<file path="src/rtl/campwm_pkg.sv">
// Package for the centre-aligned motor PWM block.
// Holds operation codes, register indexes, scaling constants and the
// controller/datapath command and status structs. No dependencies.
`timescale 1ns / 1ps
`default_nettype none

package campwm_pkg;

    // Operation carried with each input item
    typedef enum logic [2:0] {
        OP_TICK     = 3'd0,
        OP_SET_PCT  = 3'd1,
        OP_SET_BYTE = 3'd2,
        OP_GET_PCT  = 3'd3,
        OP_GET_BYTE = 3'd4
    } campwm_op_t;

    // Configuration register indexes
    localparam logic REG_TOP  = 1'b0;
    localparam logic REG_CHAN = 1'b1;

    // Channel select code for "no channel driven"
    localparam logic [1:0] CHAN_NONE = 2'd0;

    // Widths of the fixed fields
    localparam int CFG_DATA_W = 16;
    localparam int DUTY_W     = 8;
    localparam int OP_W       = 3;

    // Reset value of the turning value register
    localparam logic [CFG_DATA_W-1:0] TOP_RESET = 16'd1000;

    // Percent scale, also used as its clamp, and the 8-bit readback limit
    localparam logic [DUTY_W-1:0] PCT_SCALE = 8'd100;
    localparam logic [DUTY_W-1:0] BYTE_MAX  = 8'd255;

    // Divide by 100 as multiply by ceil(2^30 / 100) and shift by 30;
    // exact for every product below 2^23 (duty 0..100 times a 16-bit top)
    localparam int                     PCT_RECIP_W = 24;
    localparam logic [PCT_RECIP_W-1:0] PCT_RECIP   = 24'd10737419;
    localparam int                     PCT_SHIFT   = 30;

    // Controller state
    typedef enum logic {
        ST_IDLE,
        ST_DIV
    } campwm_state_t;

    // Controller to datapath
    typedef struct packed {
        logic accept_now;   // item accepted, completes this cycle
        logic accept_div;   // item accepted, needs the divider
        logic finish;       // divider result ready, commit it
    } campwm_cmd_t;

    // Datapath to controller
    typedef struct packed {
        logic needs_div;    // item on the input needs a division
        logic div_done;     // divider has a quotient
    } campwm_stat_t;

endpackage

`default_nettype wire

</file>
<file path="src/rtl/campwm_div.sv">
// Sequential restoring divider, one quotient bit per cycle.
// Standalone; used by the PWM datapath for scaling.
`timescale 1ns / 1ps
`default_nettype none

module campwm_div #(
    parameter int NUM_W = 24,
    parameter int DEN_W = 16
) (
    input  wire logic             clk,
    input  wire logic             rst_n,
    input  wire logic             start,
    input  wire logic [NUM_W-1:0] dividend,
    input  wire logic [DEN_W-1:0] divisor,
    output logic                  done,
    output logic [NUM_W-1:0]      quotient
);

    localparam int CNT_W = $clog2(NUM_W);

    logic             busy_reg, busy_next;
    logic             done_reg, done_next;
    logic [CNT_W-1:0] cnt_reg, cnt_next;
    logic [NUM_W-1:0] quo_reg, quo_next;
    logic [DEN_W-1:0] rem_reg, rem_next;
    logic [DEN_W-1:0] den_reg, den_next;

    logic [DEN_W:0]   rem_sh;
    logic [DEN_W:0]   diff;
    logic             ge;

    // One restoring step
    always_comb
    begin
        rem_sh = {rem_reg, quo_reg[NUM_W-1]};
        diff   = rem_sh - {1'b0, den_reg};
        ge     = (rem_sh >= {1'b0, den_reg});
    end

    // Control and payload next values
    always_comb
    begin
        busy_next = busy_reg;
        done_next = 1'b0;
        cnt_next  = cnt_reg;
        quo_next  = quo_reg;
        rem_next  = rem_reg;
        den_next  = den_reg;
        if (start)
        begin
            busy_next = 1'b1;
            cnt_next  = '0;
            quo_next  = dividend;
            rem_next  = '0;
            den_next  = divisor;
        end
        else if (busy_reg)
        begin
            quo_next = {quo_reg[NUM_W-2:0], ge};
            rem_next = ge ? diff[DEN_W-1:0] : rem_sh[DEN_W-1:0];
            cnt_next = cnt_reg + 1'b1;
            if (cnt_reg == CNT_W'(NUM_W - 1))
            begin
                busy_next = 1'b0;
                done_next = 1'b1;
            end
        end
    end

    always_ff @(posedge clk or negedge rst_n)
    begin
        if (!rst_n)
        begin
            busy_reg <= 1'b0;
            done_reg <= 1'b0;
            cnt_reg  <= '0;
        end
        else
        begin
            busy_reg <= busy_next;
            done_reg <= done_next;
            cnt_reg  <= cnt_next;
        end
    end

    always_ff @(posedge clk)
    begin
        quo_reg <= quo_next;
        rem_reg <= rem_next;
        den_reg <= den_next;
    end

    assign done     = done_reg;
    assign quotient = quo_reg;

endmodule

`default_nettype wire

</file>
<file path="src/rtl/campwm_dp.sv">
// Datapath of the PWM block: config registers, up/down counter, compare
// buffers and active compares, duty scaling and the result register.
// Depends on campwm_pkg and campwm_div.
`timescale 1ns / 1ps
`default_nettype none

module campwm_dp
    import campwm_pkg::*;
#(
    parameter int COUNT_WIDTH = 16
) (
    input  wire logic                  clk,
    input  wire logic                  rst_n,
    input  wire logic                  cfg_wr,
    input  wire logic                  cfg_index,
    input  wire logic [CFG_DATA_W-1:0] cfg_data,
    input  wire logic [OP_W-1:0]       op_in,
    input  wire logic [DUTY_W-1:0]     duty_in,
    input  wire campwm_cmd_t           cmd,
    output campwm_stat_t               stat,
    output logic [2:0]                 out_pins,
    output logic [DUTY_W-1:0]          out_rd
);

    localparam int CW    = COUNT_WIDTH;
    localparam int NUM_W = COUNT_WIDTH + DUTY_W;
    localparam int PCT_W = NUM_W + PCT_RECIP_W;

    logic [CW-1:0]     top_reg;
    logic [1:0]        sel_reg;
    logic [CW-1:0]     count_reg, count_next;
    logic              down_reg, down_next;
    logic [CW-1:0]     buf_reg [3];
    logic [CW-1:0]     act_reg [3];
    logic              reload;
    campwm_op_t        op_reg;
    logic [2:0]        out_pins_reg, out_pins_next;
    logic [DUTY_W-1:0] out_rd_reg, out_rd_next;
    logic [NUM_W-1:0]  pct_x_reg;
    logic              pct_run_reg, pct_run_next;

    campwm_op_t        op;
    logic              chan_on;
    logic [1:0]        chan_idx;
    logic [CW-1:0]     buf_sel;
    logic [DUTY_W-1:0] duty_clamp;
    logic [DUTY_W-1:0] mul_a;
    logic [CW-1:0]     mul_b;
    logic [NUM_W-1:0]  prod;
    logic [NUM_W-1:0]  dividend;
    logic [CW-1:0]     divisor;
    logic              div_start;
    logic              div_done;
    logic [NUM_W-1:0]  quotient;
    logic [DUTY_W-1:0] rd_sat;
    logic [PCT_W-1:0]  pct_prod;
    logic [CW-1:0]     pct_quo;
    logic [2:0]        pins_now, pins_tick;

    assign op       = campwm_op_t'(op_in);
    assign chan_on  = (sel_reg != CHAN_NONE);
    assign chan_idx = sel_reg - 2'd1;
    assign buf_sel  = buf_reg[chan_idx];

    // Configuration registers
    always_ff @(posedge clk or negedge rst_n)
    begin
        if (!rst_n)
        begin
            top_reg <= TOP_RESET[CW-1:0];
            sel_reg <= CHAN_NONE;
        end
        else if (cfg_wr)
        begin
            unique case (cfg_index)
                REG_TOP:  top_reg <= cfg_data[CW-1:0];
                REG_CHAN: sel_reg <= cfg_data[1:0];
                default:  ;
            endcase
        end
    end

    // Division needed: a percent write or a read, each with a channel; reads also need a non-zero top
    always_comb
    begin
        stat.needs_div = 1'b0;
        case (op) inside
            OP_SET_PCT:               stat.needs_div = chan_on;
            OP_GET_PCT, OP_GET_BYTE:  stat.needs_div = chan_on && (top_reg != '0);
            default:                  stat.needs_div = 1'b0;
        endcase
        stat.div_done = div_done || pct_run_reg;
    end

    // Shared scaling multiplier and divider operands
    always_comb
    begin
        duty_clamp = (duty_in > PCT_SCALE) ? PCT_SCALE : duty_in;
        mul_a      = PCT_SCALE;
        mul_b      = buf_sel;
        dividend   = '0;
        divisor    = top_reg;
        case (op)
            OP_SET_PCT:
            begin
                mul_a = duty_clamp;
                mul_b = top_reg;
            end
            OP_SET_BYTE:
            begin
                mul_a = duty_in;
                mul_b = top_reg;
            end
            default: ;
        endcase
        prod = NUM_W'(mul_a) * NUM_W'(mul_b);
        if (op == OP_GET_BYTE)
            dividend = {buf_sel, {DUTY_W{1'b0}}};
        else
            dividend = prod;
    end

    // Only reads divide by the turning value
    assign div_start    = cmd.accept_div && (op != OP_SET_PCT);
    assign pct_run_next = cmd.accept_div && (op == OP_SET_PCT);

    campwm_div #(
        .NUM_W (NUM_W),
        .DEN_W (CW)
    ) u_div (
        .clk      (clk),
        .rst_n    (rst_n),
        .start    (div_start),
        .dividend (dividend),
        .divisor  (divisor),
        .done     (div_done),
        .quotient (quotient)
    );

    // Percent write: registered product divided by 100 via reciprocal
    assign pct_prod = PCT_W'(pct_x_reg) * PCT_W'(PCT_RECIP);
    assign pct_quo  = pct_prod[PCT_SHIFT +: CW];

    always_ff @(posedge clk or negedge rst_n)
    begin
        if (!rst_n)
            pct_run_reg <= 1'b0;
        else
            pct_run_reg <= pct_run_next;
    end

    // 8-bit readback saturates at full scale
    assign rd_sat = (|quotient[NUM_W-1:DUTY_W]) ? BYTE_MAX : quotient[DUTY_W-1:0];

    // Counter step for a tick
    always_comb
    begin
        count_next = count_reg;
        down_next  = down_reg;
        reload     = 1'b0;
        if (!down_reg && (count_reg < top_reg))
        begin
            count_next = count_reg + 1'b1;
            down_next  = (count_next >= top_reg);
        end
        else
        begin
            down_next = 1'b1;
            if (count_reg != '0)
                count_next = count_reg - 1'b1;
            if (count_next == '0)
            begin
                down_next = 1'b0;
                reload    = 1'b1;
            end
        end
    end

    // Pin levels, before and after a tick
    always_comb
    begin
        for (int i = 0; i < 3; i++)
        begin
            pins_now[i]  = (sel_reg == 2'(i + 1)) && (count_reg < act_reg[i]);
            pins_tick[i] = (sel_reg == 2'(i + 1)) &&
                           (count_next < (reload ? buf_reg[i] : act_reg[i]));
        end
    end

    // Counter, direction and compares
    always_ff @(posedge clk or negedge rst_n)
    begin
        if (!rst_n)
        begin
            count_reg <= '0;
            down_reg  <= 1'b0;
            for (int i = 0; i < 3; i++)
            begin
                buf_reg[i] <= '0;
                act_reg[i] <= '0;
            end
        end
        else
        begin
            if (cmd.accept_now && (op == OP_TICK))
            begin
                count_reg <= count_next;
                down_reg  <= down_next;
                if (reload)
                    for (int i = 0; i < 3; i++)
                        act_reg[i] <= buf_reg[i];
            end
            if (cmd.accept_now && (op == OP_SET_BYTE) && chan_on)
                buf_reg[chan_idx] <= prod[NUM_W-1:DUTY_W];
            if (cmd.finish && (op_reg == OP_SET_PCT))
                buf_reg[chan_idx] <= pct_quo;
        end
    end

    // Result register
    always_comb
    begin
        out_pins_next = out_pins_reg;
        out_rd_next   = out_rd_reg;
        if (cmd.accept_now)
        begin
            out_pins_next = (op == OP_TICK) ? pins_tick : pins_now;
            out_rd_next   = '0;
        end
        else if (cmd.finish)
        begin
            out_pins_next = pins_now;
            out_rd_next   = (op_reg == OP_SET_PCT) ? '0 : rd_sat;
        end
    end

    always_ff @(posedge clk)
    begin
        out_pins_reg <= out_pins_next;
        out_rd_reg   <= out_rd_next;
        if (cmd.accept_div)
        begin
            op_reg    <= op;
            pct_x_reg <= prod;
        end
    end

    assign out_pins = out_pins_reg;
    assign out_rd   = out_rd_reg;

endmodule

`default_nettype wire

</file>
<file path="src/rtl/campwm_ctrl.sv">
// Controller of the PWM block: input/output handshakes, sequencing of
// divider operations and the result valid flag. Depends on campwm_pkg.
`timescale 1ns / 1ps
`default_nettype none

module campwm_ctrl
    import campwm_pkg::*;
(
    input  wire logic         clk,
    input  wire logic         rst_n,
    input  wire logic         in_valid,
    output logic              in_ready,
    output logic              out_valid,
    input  wire logic         out_ready,
    input  wire campwm_stat_t stat,
    output campwm_cmd_t       cmd
);

    campwm_state_t state_reg, state_next;
    logic          out_valid_reg, out_valid_next;
    logic          accept;

    always_ff @(posedge clk or negedge rst_n)
    begin
        if (!rst_n)
        begin
            state_reg     <= ST_IDLE;
            out_valid_reg <= 1'b0;
        end
        else
        begin
            state_reg     <= state_next;
            out_valid_reg <= out_valid_next;
        end
    end

    // Next state and commands
    always_comb
    begin
        state_next = state_reg;
        cmd        = '0;
        in_ready   = 1'b0;
        accept     = 1'b0;
        unique case (state_reg)
            ST_IDLE:
            begin
                in_ready = !out_valid_reg || out_ready;
                accept   = in_valid && in_ready;
                if (accept && stat.needs_div)
                begin
                    cmd.accept_div = 1'b1;
                    state_next     = ST_DIV;
                end
                else if (accept)
                    cmd.accept_now = 1'b1;
            end
            ST_DIV:
            begin
                if (stat.div_done)
                begin
                    cmd.finish = 1'b1;
                    state_next = ST_IDLE;
                end
            end
            default: state_next = ST_IDLE;
        endcase

        // Result valid: set on completion, cleared when taken
        if (cmd.accept_now || cmd.finish)
            out_valid_next = 1'b1;
        else if (out_ready)
            out_valid_next = 1'b0;
        else
            out_valid_next = out_valid_reg;
    end

    assign out_valid = out_valid_reg;

endmodule

`default_nettype wire

</file>
<file path="src/rtl/center_aligned_motor_pwm.sv">
// Top level of the centre-aligned motor PWM timer.
// Depends on campwm_pkg, campwm_ctrl, campwm_dp (and campwm_div inside it).
//
//   Channel  Direction  Handshake                     Contents
//   s_axis   in         s_axis_tvalid/s_axis_tready   op in tuser, duty in tdata
//   m_axis   out        m_axis_tvalid/m_axis_tready   pins and readback in tdata
//   cfg      in         cfg_valid/cfg_ready           register index and data
//
// Ticks, 8-bit writes and ops that need no scaling load the output
// register as soon as they are taken, so ticks can run every clock while the
// result side keeps up. Percent writes register the product, then divide
// by 100 with a reciprocal multiply. Reads go through the bit-serial
// divider. No new item is taken meanwhile. The output register is refilled
// in the cycle it is read. Reset is asynchronous, active low; no clearing
// pass is needed.
`timescale 1ns / 1ps
`default_nettype none

module center_aligned_motor_pwm
    import campwm_pkg::*;
#(
    parameter int COUNT_WIDTH = 16
) (
    input  wire logic                  clk,
    input  wire logic                  rst_n,
    input  wire logic                  s_axis_tvalid,
    output logic                       s_axis_tready,
    input  wire logic [7:0]            s_axis_tdata,   // [7:0] duty_value
    input  wire logic [OP_W-1:0]       s_axis_tuser,   // [2:0] op
    output logic                       m_axis_tvalid,
    input  wire logic                  m_axis_tready,
    output logic [15:0]                m_axis_tdata,   // [0] pin_a, [1] pin_b,
                                                       // [2] pin_c, [10:3] read_duty
    input  wire logic                  cfg_valid,
    output logic                       cfg_ready,
    input  wire logic                  cfg_index,
    input  wire logic [CFG_DATA_W-1:0] cfg_data
);

    campwm_cmd_t       cmd;
    campwm_stat_t      stat;
    logic [2:0]        pins;
    logic [DUTY_W-1:0] rd;

    // Registers are always writable
    assign cfg_ready = 1'b1;

    campwm_ctrl u_ctrl (
        .clk       (clk),
        .rst_n     (rst_n),
        .in_valid  (s_axis_tvalid),
        .in_ready  (s_axis_tready),
        .out_valid (m_axis_tvalid),
        .out_ready (m_axis_tready),
        .stat      (stat),
        .cmd       (cmd)
    );

    campwm_dp #(
        .COUNT_WIDTH (COUNT_WIDTH)
    ) u_dp (
        .clk       (clk),
        .rst_n     (rst_n),
        .cfg_wr    (cfg_valid && cfg_ready),
        .cfg_index (cfg_index),
        .cfg_data  (cfg_data),
        .op_in     (s_axis_tuser),
        .duty_in   (s_axis_tdata),
        .cmd       (cmd),
        .stat      (stat),
        .out_pins  (pins),
        .out_rd    (rd)
    );

    // Result item packing
    assign m_axis_tdata = {5'b0, rd, pins};

endmodule

`default_nettype wire

</file>
<file path="config.mk">
export PLATFORM = sky130hd
export DESIGN_NAME = center_aligned_motor_pwm
export DESIGN_NICKNAME = d
export VERILOG_FILES = /design/src/rtl/campwm_pkg.sv /design/src/rtl/campwm_div.sv /design/src/rtl/campwm_dp.sv /design/src/rtl/campwm_ctrl.sv /design/src/rtl/center_aligned_motor_pwm.sv
export SDC_FILE = /design/constraint.sdc
export NUM_CORES = 2
export LEC_CHECK = 0
export ABC_AREA = 1
export ABC_CLOCK_PERIOD_IN_PS = 8000
export BUFFER_PORTS_ARGS = -buffer_cell sky130_fd_sc_hd__buf_2
export CORE_UTILIZATION = 55
export CTS_CLUSTER_SIZE = 24
export DETAILED_ROUTE_END_ITERATION = 6
export GPL_TIMING_DRIVEN = 0
export PLACE_DENSITY = 0.81
export SETUP_SLACK_MARGIN = 0.05
export SLEW_MARGIN = 5
export SYNTH_ARGS = -nofsm -noshare
export SYNTH_HDL_FRONTEND = slang
export SYNTH_HIERARCHICAL = 1
export SYNTH_SLANG_ARGS = --single-unit
</file>
<file path="constraint.sdc">
create_clock -name clk -period 8 [get_ports clk]
set_clock_uncertainty 0.15 [all_clocks]
set_input_delay 0 -clock clk [delete_from_list [all_inputs] [get_ports clk]]
set_output_delay 0 -clock clk [all_outputs]
set_load 0.05 [all_outputs]
</file>
==> summary.md <==
| Metric | Value |
|---|---|
| CTS tree | `built` |
| Wirelength per Cell | `20.2 um` |
| Max Cap Viol | `0` |
| Buf+Inv Stages, Crit Path | `11` |
| Post-synthesis sequential area ratio | `20.5%` |
| Most frequent cell after synthesis | `nand2_1` |
| Io pins | `52` |
| Gr usage total | `33.5%` |
| Vias in the first global route | `approximately 26000` |
| Status | `finished clean` |
| Worst-Margin Slew | `1140 ps` |
| Antenna violation net count after detailed routing | `0` |
| Critical-path maximum fanout | `10` |
| Fin crit share | `98.0%` |
| Share of post-route cells with drive strength above 1 | `5.47%` |
| Most frequent cells after synthesis | `nand2_1, inv_1, ha_1, nor2_1, fa_1` |
| Routability cong. | `1.07` |
| Finished Layout Cells | `4518` |
| Top post-synthesis cells by area | `fa_1, ha_1, dfrtp_1, nand2_1, inv_1` |
| Chip Height | `235 um` |
| Delay-heaviest family, CP | `buffers and inverters` |
| Die ar. | `55200 um2` |
| Critical Path End Type | `register` |
| Detailed Routing Iterations Pass 1 | `7` |
| Global route total overflow | `0` |
| Root Buffer | `clkbuf_16` |
| #FFs+latches synth | `235` |
| Hold crit path type | `in -> reg` |
| Starting Density | `55.6%` |
| Synth top area share | `20.7%` |
| Top_reg_cell synth | `dfrtp_1` |
| H-tree Lvls | `1` |
| Critical Path Source Type | `input port` |
| DRC viols | `0` |
| Clk_lat worst skew | `roughly 550 ps` |
| Port bufs | `45` |
| First-pass GRT wire length | `between 100000 and 150000 um` |
| Slowest-stage cell, CP | `dlygate4sd3_1` |
| RSZ-0062 raised after global routing | `yes` |
| FMAX | `128 MHz` |
| R2R Path Start | `u_dp/sel_reg[0]$_DFFE_PN0P_` |
| Ys Warns | `6` |
| Final setup violation count | `0` |
| Post-synth top area cell | `fa_1` |
| WS Path Type | `in -> reg` |
| Clock-pin slew on the worst setup and hold paths | `60 ps` |
| DR vias | `approximately 26000` |
| CTS buffer count | `26` |
| Die W | `approximately 240 um` |
| Max-slew violations | `0` |
| Ys async rst share | `60.0%` |
| Final min period | `7840 ps` |
| Longest Clk Path Bufs | `3` |
| Drt total wl | `a little over 90000 um` |
| Crit path launch | `s_axis_tuser[2]` |
| HPWL after DPL | `71700 um` |
| Worst path max stage delay | `640 ps` |
| Layout area overhead | `9.59%` |
| DR iter-0 viols | `2771` |
| Relative slew slack | `24.2%` |
| # nets final | `approximately 4600` |
| Initial antenna violation count | `3` |
| Core Box Area | `53700 um2` |
| Row Count | `85` |
| Fillers | `4495` |
| CP required | `8160 ps` |
| Endpoints failing hold | `0` |
| Post-synthesis cell count | `about 3700` |
| Yosys cell types | `62` |
| Worst Path Arrival | `8000 ps` |
| Hold Path Origin | `s_axis_tuser[1]` |
| Top cell by count, worst path | `nand2_1` |
| Placed Cells | `4415` |
| Syn_area_per_cell | `8.14 um2` |
| Post-Syn Area | `29900 um2` |
| Pin count of the biggest net entering global routing | `79` |
| Via-to-Cell Ratio | `5.83` |
| Clock Sinks | `235` |
| Number of enable flip-flop cells after synthesis | `70` |
==> metal layers <==
layer | global-route usage (%) | vias up | share of wire [%] | wire length (um)
met2 | 52.0 | 1492 | 44 | 40000
li1 | - | 12000 | - | -
met4 | 14.4 | 2 | 5.2 | 4720
met3 | 9.19 | 373 | 12 | 10600
met5 | 0.260 | - | 0.019 | 17
met1 | 44.0 | 12500 | 39 | 36100
==> timing repair <==
action / CTS / global route
gates resized for setup: 26 / 32
endpoints found under the setup margin: 77 / 43
buffers inserted: 0 / 3
pin swaps: 0 / 3
hold buffers: 54 / 0
endpoints found under the hold margin: 166 / 0
cloned: 0 / 0
==> final timing paths <==
| check | cells after the start | slack (ps) | end |
|---|---|---|---|
| worst max-delay path | 37 | 160 | u_dp/u_div/quotient[22]$_DFFE_PP_ |
| min in group asynchronous | 3 | 420 | u_dp/divisor[8]$_DFFE_PN1P_ |
| worst min register to register | 2 | 320 | u_dp/u_div/rem_reg[15]$_SDFFE_PP0P_ |
| worst max register to register | 26 | 200 | u_dp/u_div/quotient[23]$_DFFE_PP_ |
| max in group asynchronous | 4 | 6800 | u_dp/count_reg[4]$_DFFE_PN0P_ |
| worst min-delay path | 7 | 30 | u_dp/u_div/quotient[2]$_DFFE_PP_ |
==> cell families (layout without fill, tap and decap cells) <==
family | count (synthesis) | count (layout) | synth area share, %
compound gates | 540 | 540 | 9.97
flops | 235 | 235 | 20.5
fa+ha+maj | 767 | 767 | 39.9
buf+inv | 782 | 928 | 10.1
other cells | 2 | 9 | 0.0251
simple gates | 1301 | 1301 | 18.3
mux | 1 | 1 | 0.0377
xor+xnor | 41 | 41 | 1.20
==> final cells by class <==
type	count	area (um2)	share of cell area, %
clock inverters	13	213	0.650
diodes	3	7.51	0.0229
plain buffers	82	400	1.22
clock buffers	31	689	2.11
multi-input cells	2656	21000	64.0
inverters	699	2630	8.02
flip-flops and latches	235	6120	18.7
well taps	696	871	2.66
repair buffers	103	843	2.58
==> through the flow <==
step                setup WS, ps  hold slack [ps]  cell area (um2)  setup TNS, ps  utilization, %
floorplan                   1050             -446            29900              0               -
global placement           -1330             93.8            31000         -42380            57.7
detailed placement         -1370            -87.9            31000         -42690            57.7
finish                       158             29.0            32700              0            60.9
global route               -6.48              116            32700          -12.6            60.9
CTS                         56.8             15.7            32600              0            60.6
==> tightest hold or removal path, cell delays in order <==
cell and delay, ps:
buf_2 130, nor2_1 50, inv_1 70, nor2_1 150
nor2_1 120, nand2_1 50, nand2_1 50
==> cells in the final DEF (no fill, tap or decap), types with 15 or more instances in the layout <==
| master | synthesis | routed |
|---|---|---|
| nand3b_1 | 21 | 21 |
| nor2_1 | 320 | 319 |
| nand2_1 | 714 | 713 |
| xnor2_1 | 16 | 15 |
| nor3_1 | 23 | 21 |
| xor2_1 | 25 | 24 |
| ha_1 | 458 | 457 |
| nand4_1 | 26 | 26 |
| dfrtp_1 | 135 | 135 |
| o21ai_1 | 25 | 22 |
| or2_2 | 15 | 15 |
| inv_1 | 687 | 685 |
| edfxtp_1 | 70 | 70 |
| a21oi_1 | 209 | 207 |
| dfxtp_1 | 24 | 24 |
| clkbuf_1 | 50 | 49 |
| fa_1 | 309 | 309 |
| nand3_1 | 136 | 136 |
| o21ai_0 | 209 | 201 |
| dlygate4sd3_1 | 0 | 53 |
| clkbuf_16 | 0 | 26 |
| buf_2 | 11 | 54 |
Power is left out: the tool's default activity adds up to more than one toggle a clock period on the data nets, which glitch-free logic cannot reach.
